<file path="src/sv/ssg_pkg.sv">
`timescale 1ns / 1ps
// ----------------------------------------------------------------------------
// ssg_pkg: shared types and constants of the shell sort block
// Payload structs, store geometry, gap mode codes and sequencer control.
// ----------------------------------------------------------------------------
package ssg_pkg;

  // Store geometry
  localparam int DEPTH  = 64;
  localparam int ADDR_W = $clog2(DEPTH);
  localparam int CNT_W  = $clog2(DEPTH + 1);
  localparam int GAP_W  = 7;
  localparam int CMP_W  = 16;
  localparam int MODE_W = 3;

  // Gap sequence codes
  localparam logic [MODE_W-1:0] MODE_INSERTION = 3'd0;
  localparam logic [MODE_W-1:0] MODE_HALVING   = 3'd1;
  localparam logic [MODE_W-1:0] MODE_KNUTH     = 3'd2;
  localparam logic [MODE_W-1:0] MODE_HIBBARD   = 3'd3;
  localparam logic [MODE_W-1:0] MODE_CIURA     = 3'd4;

  typedef struct packed {
    logic signed [31:0] value_in;
    logic               last_in;
  } ssg_in_t;

  typedef struct packed {
    logic signed [31:0] value_out;
    logic [ADDR_W-1:0]  position;
    logic [CMP_W-1:0]   compare_count;
    logic               last_out;
  } ssg_out_t;

  // Commands from the sequencer to the gap generator
  typedef struct packed {
    logic start;
    logic advance;
  } ssg_gap_ctl_t;

endpackage

</file>
<file path="src/sv/ssg_store.sv">
`timescale 1ns / 1ps
// ----------------------------------------------------------------------------
// ssg_store: element store
// One write port and one read port with registered read data.
// ----------------------------------------------------------------------------
module ssg_store (
  input  logic                       clk,
  input  logic                       we,
  input  logic [ssg_pkg::ADDR_W-1:0] waddr,
  input  logic signed [31:0]         wdata,
  input  logic [ssg_pkg::ADDR_W-1:0] raddr,
  output logic signed [31:0]         rdata
);

  logic signed [31:0] mem [ssg_pkg::DEPTH];

  // Write and registered read
  always_ff @(posedge clk) begin
    if (we) begin
      mem[waddr] <= wdata;
    end
    rdata <= mem[raddr];
  end

endmodule

</file>
<file path="src/sv/ssg_gap.sv">
`timescale 1ns / 1ps
// ----------------------------------------------------------------------------
// ssg_gap: gap sequence generator
// Holds the current gap; start loads the largest gap for the set size,
// advance steps to the next smaller one. Zero means the sequence is done.
// ----------------------------------------------------------------------------
module ssg_gap (
  input  logic                       clk,
  input  logic                       rst,
  input  ssg_pkg::ssg_gap_ctl_t      ctl,
  input  logic [ssg_pkg::MODE_W-1:0] mode,
  input  logic [ssg_pkg::CNT_W-1:0]  n,
  output logic [ssg_pkg::GAP_W-1:0]  gap
);

  logic [ssg_pkg::GAP_W-1:0] first_gap;
  logic [ssg_pkg::GAP_W-1:0] step_gap;

  // Largest gap of the selected sequence for a set of n elements
  always_comb begin
    first_gap = '0;
    case (mode)
      ssg_pkg::MODE_INSERTION: first_gap = 7'd1;
      ssg_pkg::MODE_HALVING:   first_gap = ssg_pkg::GAP_W'(n >> 1);
      ssg_pkg::MODE_KNUTH: begin
        // largest 3h+1 term below n/3, else 1
        if (n >= 7'd42)      first_gap = 7'd13;
        else if (n >= 7'd15) first_gap = 7'd4;
        else                 first_gap = 7'd1;
      end
      ssg_pkg::MODE_HIBBARD: begin
        // largest 2^k-1 term below n/2, else 1
        if (n >= 7'd64)      first_gap = 7'd31;
        else if (n >= 7'd32) first_gap = 7'd15;
        else if (n >= 7'd16) first_gap = 7'd7;
        else if (n >= 7'd8)  first_gap = 7'd3;
        else                 first_gap = 7'd1;
      end
      default: begin
        // Ciura table, gaps of at least n skipped
        if (n > 7'd57)      first_gap = 7'd57;
        else if (n > 7'd23) first_gap = 7'd23;
        else if (n > 7'd10) first_gap = 7'd10;
        else if (n > 7'd4)  first_gap = 7'd4;
        else if (n > 7'd1)  first_gap = 7'd1;
        else                first_gap = 7'd0;
      end
    endcase
  end

  // Next smaller gap of the selected sequence
  always_comb begin
    step_gap = '0;
    case (mode) inside
      ssg_pkg::MODE_INSERTION: step_gap = '0;
      ssg_pkg::MODE_HALVING,
      ssg_pkg::MODE_HIBBARD:   step_gap = gap >> 1;
      ssg_pkg::MODE_KNUTH: begin
        case (gap)
          7'd13:   step_gap = 7'd4;
          7'd4:    step_gap = 7'd1;
          default: step_gap = 7'd0;
        endcase
      end
      default: begin
        case (gap)
          7'd57:   step_gap = 7'd23;
          7'd23:   step_gap = 7'd10;
          7'd10:   step_gap = 7'd4;
          7'd4:    step_gap = 7'd1;
          default: step_gap = 7'd0;
        endcase
      end
    endcase
  end

  // Hold, load or step the gap
  always_ff @(posedge clk) begin
    if (rst) begin
      gap <= '0;
    end else if (ctl.start) begin
      gap <= first_gap;
    end else if (ctl.advance) begin
      gap <= step_gap;
    end
  end

endmodule

</file>
<file path="src/sv/shell_sort_gap_sequences.sv">
`timescale 1ns / 1ps
// ----------------------------------------------------------------------------
// shell_sort_gap_sequences: shell sort with selectable gap sequence
// Loads a set of signed values, sorts it in place with gapped insertion
// passes and streams the sorted set out with positions and compare count.
// ----------------------------------------------------------------------------
//  channel   direction  handshake                 payload
//  in        input      in_valid / in_ready       ssg_in_t  (value_in, last_in)
//  out       output     out_valid / out_ready     ssg_out_t (value_out, position,
//                                                  compare_count, last_out)
//  cfg       input      cfg_we                    cfg_wdata (gap_mode)
//
// Loading accepts requests back to back. The sort runs one compare per cycle
// on the shared comparator, plus S_OUTER and S_HOLD per outer step, S_PLACE
// when the held value moves to the front of its chain, and S_NEXT_GAP per gap
// and at the close; every access goes through the single read port of the
// store. Each result is read in S_EMIT_RD and held in S_EMIT_OUT until taken.
// in_ready is low from the last request until the final result is taken.
// Reset is synchronous and sets gap_mode to Ciura.
// ----------------------------------------------------------------------------
module shell_sort_gap_sequences (
  input  logic                       clk,
  input  logic                       rst,
  input  logic                       in_valid,
  output logic                       in_ready,
  input  ssg_pkg::ssg_in_t           in_data,
  output logic                       out_valid,
  input  logic                       out_ready,
  output ssg_pkg::ssg_out_t          out_data,
  input  logic                       cfg_we,
  input  logic [ssg_pkg::MODE_W-1:0] cfg_wdata
);

  typedef enum logic [2:0] {
    S_LOAD, S_NEXT_GAP, S_OUTER, S_HOLD, S_CMP, S_PLACE, S_EMIT_RD, S_EMIT_OUT
  } state_t;

  state_t                      state;
  logic [ssg_pkg::MODE_W-1:0]  gap_mode;
  logic [ssg_pkg::CNT_W-1:0]   element_count;
  logic [ssg_pkg::CNT_W-1:0]   count_next;
  logic [ssg_pkg::CNT_W-1:0]   set_size;
  logic [ssg_pkg::CMP_W-1:0]   comparison_counter;
  logic [ssg_pkg::GAP_W-1:0]   outer_index;
  logic [ssg_pkg::GAP_W-1:0]   inner_index;
  logic [ssg_pkg::ADDR_W-1:0]  emit_index;
  logic signed [31:0]          held_value;

  logic                        mem_we;
  logic [ssg_pkg::ADDR_W-1:0]  mem_waddr;
  logic signed [31:0]          mem_wdata;
  logic [ssg_pkg::ADDR_W-1:0]  mem_raddr;
  logic signed [31:0]          mem_rdata;

  ssg_pkg::ssg_gap_ctl_t       gap_ctl;
  logic [ssg_pkg::GAP_W-1:0]   current_gap;

  logic                        in_acc;
  logic                        out_acc;
  logic                        store_room;
  logic                        shift_up;
  logic [ssg_pkg::GAP_W-1:0]   inner_next;
  logic [ssg_pkg::GAP_W-1:0]   inner_far;
  logic                        keep_going;
  logic                        emit_last;

  assign in_ready   = (state == S_LOAD);
  assign in_acc     = in_valid && in_ready;
  assign out_acc    = out_valid && out_ready;
  assign store_room = (element_count < ssg_pkg::CNT_W'(ssg_pkg::DEPTH));
  assign count_next = element_count + ssg_pkg::CNT_W'(store_room);

  // Shared comparator and index steps of the insertion loop
  assign shift_up   = (mem_rdata > held_value);
  assign inner_next = inner_index - current_gap;
  assign inner_far  = inner_next - current_gap;
  assign keep_going = (inner_next >= current_gap);
  assign emit_last  = ((ssg_pkg::CNT_W'(emit_index) + 1'b1) == set_size);

  ssg_store u_store (
    .clk   (clk),
    .we    (mem_we),
    .waddr (mem_waddr),
    .wdata (mem_wdata),
    .raddr (mem_raddr),
    .rdata (mem_rdata)
  );

  ssg_gap u_gap (
    .clk  (clk),
    .rst  (rst),
    .ctl  (gap_ctl),
    .mode (gap_mode),
    .n    (count_next),
    .gap  (current_gap)
  );

  // Drive store ports and gap commands from the sequencer state
  always_comb begin
    mem_we          = 1'b0;
    mem_waddr       = inner_index[ssg_pkg::ADDR_W-1:0];
    mem_wdata       = held_value;
    mem_raddr       = outer_index[ssg_pkg::ADDR_W-1:0];
    gap_ctl.start   = 1'b0;
    gap_ctl.advance = 1'b0;
    unique case (state)
      S_LOAD: begin
        mem_we        = in_acc && store_room;
        mem_waddr     = element_count[ssg_pkg::ADDR_W-1:0];
        mem_wdata     = in_data.value_in;
        gap_ctl.start = in_acc && in_data.last_in;
      end
      S_NEXT_GAP: begin
      end
      S_OUTER: begin
        gap_ctl.advance = (ssg_pkg::CNT_W'(outer_index) >= set_size);
      end
      S_HOLD: begin
        mem_raddr = inner_next[ssg_pkg::ADDR_W-1:0];
      end
      S_CMP: begin
        mem_we    = 1'b1;
        mem_wdata = shift_up ? mem_rdata : held_value;
        mem_raddr = inner_far[ssg_pkg::ADDR_W-1:0];
      end
      S_PLACE: begin
        mem_we = 1'b1;
      end
      S_EMIT_RD: begin
        mem_raddr = emit_index;
      end
      S_EMIT_OUT: begin
        mem_raddr = emit_index + 1'b1;
      end
      default: begin
      end
    endcase
  end

  // Sequencer state and registered outputs
  always_ff @(posedge clk) begin
    if (rst) begin
      state              <= S_LOAD;
      gap_mode           <= ssg_pkg::MODE_CIURA;
      element_count      <= '0;
      set_size           <= '0;
      comparison_counter <= '0;
      outer_index        <= '0;
      inner_index        <= '0;
      emit_index         <= '0;
      held_value         <= '0;
      out_valid          <= 1'b0;
    end else begin
      if (cfg_we) begin
        gap_mode <= cfg_wdata;
      end
      unique case (state)
        S_LOAD: begin
          if (in_acc) begin
            element_count <= count_next;
            if (in_data.last_in) begin
              set_size           <= count_next;
              comparison_counter <= '0;
              state              <= S_NEXT_GAP;
            end
          end
        end
        S_NEXT_GAP: begin
          if (current_gap == '0) begin
            emit_index <= '0;
            state      <= S_EMIT_RD;
          end else begin
            outer_index <= current_gap;
            state       <= S_OUTER;
          end
        end
        S_OUTER: begin
          if (ssg_pkg::CNT_W'(outer_index) >= set_size) begin
            state <= S_NEXT_GAP;
          end else begin
            inner_index <= outer_index;
            state       <= S_HOLD;
          end
        end
        S_HOLD: begin
          held_value <= mem_rdata;
          state      <= S_CMP;
        end
        S_CMP: begin
          if (comparison_counter != '1) begin
            comparison_counter <= comparison_counter + 1'b1;
          end
          if (shift_up) begin
            inner_index <= inner_next;
            state       <= keep_going ? S_CMP : S_PLACE;
          end else begin
            outer_index <= outer_index + 1'b1;
            state       <= S_OUTER;
          end
        end
        S_PLACE: begin
          outer_index <= outer_index + 1'b1;
          state       <= S_OUTER;
        end
        S_EMIT_RD: begin
          state <= S_EMIT_OUT;
        end
        S_EMIT_OUT: begin
          // load the result register, then advance once it is taken
          if (!out_valid) begin
            out_valid              <= 1'b1;
            out_data.value_out     <= mem_rdata;
            out_data.position      <= emit_index;
            out_data.compare_count <= comparison_counter;
            out_data.last_out      <= emit_last;
          end else if (out_ready) begin
            out_valid <= 1'b0;
            if (emit_last) begin
              element_count <= '0;
              state         <= S_LOAD;
            end else begin
              emit_index <= emit_index + 1'b1;
              state      <= S_EMIT_RD;
            end
          end
        end
        default: begin
          state <= S_LOAD;
        end
      endcase
    end
  end

`ifndef SYNTH
  // Input and output sides never overlap
  a_no_overlap : assert property (@(posedge clk) disable iff (rst)
    in_ready |-> !out_valid)
    else $error("in_ready high while a result is pending");

  // Compare only at an inner index that reaches back by one gap
  a_inner_range : assert property (@(posedge clk) disable iff (rst)
    (state == S_CMP) |-> (inner_index >= current_gap && current_gap != '0))
    else $error("compare below the current gap");

  // Fill count stays within the store
  a_count_range : assert property (@(posedge clk) disable iff (rst)
    element_count <= ssg_pkg::CNT_W'(ssg_pkg::DEPTH))
    else $error("element count beyond store depth");

  // Taking the final result reopens the input
  a_end_of_run : assert property (@(posedge clk) disable iff (rst)
    (out_acc && out_data.last_out) |=> (in_ready && element_count == '0))
    else $error("input not reopened after final result");
`endif

endmodule

</file>
<file path="config.mk">
export PLATFORM = sky130hd
export DESIGN_NAME = shell_sort_gap_sequences
export DESIGN_NICKNAME = d
export VERILOG_FILES = /design/src/sv/ssg_pkg.sv /design/src/sv/ssg_store.sv /design/src/sv/ssg_gap.sv /design/src/sv/shell_sort_gap_sequences.sv
export SDC_FILE = /design/constraint.sdc
export NUM_CORES = 2
export LEC_CHECK = 0
export ABC_AREA = 1
export BUFFER_PORTS_ARGS = -buffer_cell sky130_fd_sc_hd__buf_2
export CAP_MARGIN = 20
export CORE_MARGIN = 3
export CORE_UTILIZATION = 27
export DETAILED_ROUTE_END_ITERATION = 10
export SYNTH_ARGS = -nofsm -noshare
export SYNTH_HDL_FRONTEND = slang
export SYNTH_SLANG_ARGS = --single-unit
</file>
<file path="constraint.sdc">
create_clock -name clk -period 13.59 [get_ports clk]
set_clock_uncertainty 0.05 [all_clocks]
set_input_delay 0.6795 -clock clk [delete_from_list [all_inputs] [get_ports clk]]
set_output_delay 0.6795 -clock clk [all_outputs]
set_load 0.1 [all_outputs]
</file>
==> impl_results.md <==
- Area of placed instances: 105,000 µm²
- Die Y-Extent: 612 µm
- Final Hold Viols: 0
- Post-Synthesis Cells: 9,394
- X dimension of the die: 612 µm
- Cell chosen for the clock root: clkbuf_16
- Fraction of final layout cells with drive strength greater than 1: 7.31%
- Unrepaired setup endpoints after global routing: no
- Critical path peak fanout: between 90 and 100
- Slew at the pin with the worst max-slew slack: 1220 ps
- Worst min-delay path category: in2reg
- Final max-slew violation count: 0
- Endpoint type of the worst setup path: register
- Number of storage elements in the synthesis netlist: approximately 2,200
- Maximum clock frequency: 0.149 GHz
- Sequential fraction of the synthesis area: 66.3%
- H-tree lvl count: 4
- Worst relative slew slack: 18.8%
- Post-Syn Area: around 99,000 µm²
- Post-cts hold buffer count: 2
- Async S/R FF share, synth: 0%
- Initial detailed-routing violation count: a little over 8,000
- TritonCTS sink count: around 2,200
- Half-perimeter wire length after detailed placement: 155,000 µm
- Warning count from the yosys run: 0
- Pin count of the biggest net entering global routing: ~210
- Synthesized net count: about 9,500
- Placed Cells: 13,867
- R2r setup slk: between 6000 and 7000 ps
- Most frequent cells in the layout: 2,165 x nand3_1, 2,103 x edfxtp_1, 1,724 x nand2_1
- Number of gates given a new drive strength after cts: 0
- EDFF count, synth: 2,103
- Setup slack at placement: 7070 ps
- Worst Path Class, Setup: reg2reg
- CP arrival: 7410 ps
- IO Pins: 98
- Final min period: 6720 ps
- Vias per cell: approximately 4.8
- Source-to-sink clock delay at the later pin of the worst-skew pair: 880 ps
- Worst endpoint required time: 14,270 ps
- Endpoints failing setup: 0
- Setup repair bufs after CTS: 0
- Number of nets still failing antenna checks after routing: 0
- Final cell area excluding filler cells: 113,000 µm²
- Library cells used by synthesis: 42
- Area inside the core boundary: between 300,000 and 400,000 µm²
- Overflow left after global routing: 0
- DR pass1 iterations: 8
- Average wire per cell in the routed design: 21.0 µm
- Aggregate global-route resource usage: 15.6%
- Number of buffers added on ports: 97
- Top_reg_cell synth: edfxtp_1
- Antenna violations before repair: 7
- DRC: 0
- Via count of the first global-routing pass: 64,589
- Starting Density: roughly 27%
- Ratio of final minimum period to clock period: 49.5%
- Largest buffer count on any clock path: 3
- Number of nets in the finished design: approximately 9,400
- Total Neg Setup Slack: 0 ps
- Layout area overhead: 13.6%
- Total Wirelength: between 300,000 and 400,000 µm
- Post-synthesis average cell area: 10.5 µm²
- Vias after detailed routing: a little under 70,000
- Standard-cell row count: around 220
- CTS buffer count: 227
- Clock-pin slew reported for the worst setup and hold paths after clock tree synthesis: roughly 70 ps
- Number of standard cells in the final layout excluding fillers: about 14,000
- Final setup slack of the worst path: just under 7000 ps
- Clock tree from TritonCTS: done
- RePlAce Congestion: just under 0.9
- DIE AREA: 374,000 µm²
- Most frequent standard cell in the layout excluding fill and tap cells: nand3_1
- Result of the run: finished, final reports clean
- Nature of the critical path startpoint: register
- Global-route wire length before repair: ~440,000 µm
- Max cap viols: 0
through the flow:
step,util [%],hold WS (ps)
finish,30.9,52.1
global route,30.9,64.5
CTS,30.9,6.06
detailed placement,28.9,403
global placement,28.9,396
floorplan,-,356
logic make-up (layout without fill, tap and decap cells):
group,count (synthesis),after routing,share of synthesized area [%]
and+or+nand+nor,4808,4808,23.6
xor gates and xnor gates,14,14,0.124
AOI/OAI and AO/OA,247,247,1.32
buffers and inverters,2037,2149,7.93
adders and majority gates,58,58,0.748
other,0,15,0
DFF,2230,2230,66.3
layer usage:
layer  vias up  track usage, %  share of wire, %
li1      31690               -                 -
met1     33778            21.6                43
met2      3277            24.4                45
met3       478            2.43               9.0
met4         0            6.13               4.0
met5         -               0                 0
state kept, by name, indices dropped and copies added (netlist names), 7 cells and up:
name                count
comparison_counter     16
element_count           7
held_value             32
inner_index             7
out_data               55
outer_index             7
set_size                7
u_store.mem          2048
u_store.rdata          32
critical path, cell delays in order, from the launching register on:
cell     delay [ps]
dfxtp_1         490
nor2_2          120
nand2_1         520
nor2_1          130
nor2_1          300
nand2_8         430
nand2_8         600
buf_4           870
buf_4           990
buf_4           760
nand2_1         130
nand3_1         110
nand3_1         100
nand3_1         120
nand3_1          90
nand3_1         390
nand2_1         130
synth_stat cells, drive strengths merged (2+ instances only):
master	n	area (µm²)
dfxtp	127	2540
a21o	2	15.0
nand3	2197	11000
o21a	4	30.0
o211ai	3	22.5
o21ai	110	554
or2	6	37.5
edfxtp	2103	63200
nand3b	646	4850
clkbuf	315	1180
xor2	13	114
a31oi	3	18.8
a211oi	3	22.5
nor2	187	734
and3	2	12.5
nor3	20	100
o22ai	6	43.8
inv	1467	5510
fa	2	40.0
nand4	16	100
nor4	4	25.0
buf	255	1170
o21bai	2	15.0
ha	56	701
a21oi	110	551
nand2	1729	6500
layout make-up:
| type | count | area (µm²) |
|---|---|---|
| flip-flops and latches | 2230 | 65700 |
| clock buffers | 296 | 6040 |
| fillers | 36733 | 251000 |
| repair buffers | 254 | 1840 |
| clock inverters | 132 | 1170 |
| well taps | 4794 | 6000 |
| multi-input cells | 5127 | 26300 |
| inverters | 1467 | 5520 |
| diodes | 15 | 37.5 |
worst paths after layout:
check                                                         from                        to  cells past startpoint
worst max register to register               state[1]$_SDFFE_PP0P_  u_store.rdata[4]$_DFF_P_                     16
worst min-delay path                                  cfg_wdata[1]  gap_mode[1]$_SDFFE_PP0P_                      3
worst min register to register  comparison_counter[5]$_SDFFE_PP0P_     out_data[6]$_DFFE_PP_                      0
worst max-delay path                         state[1]$_SDFFE_PP0P_  u_store.rdata[4]$_DFF_P_                     16
Power is left out: the tool's default activity adds up to more than one toggle a clock period on the data nets, which glitch-free logic cannot reach.
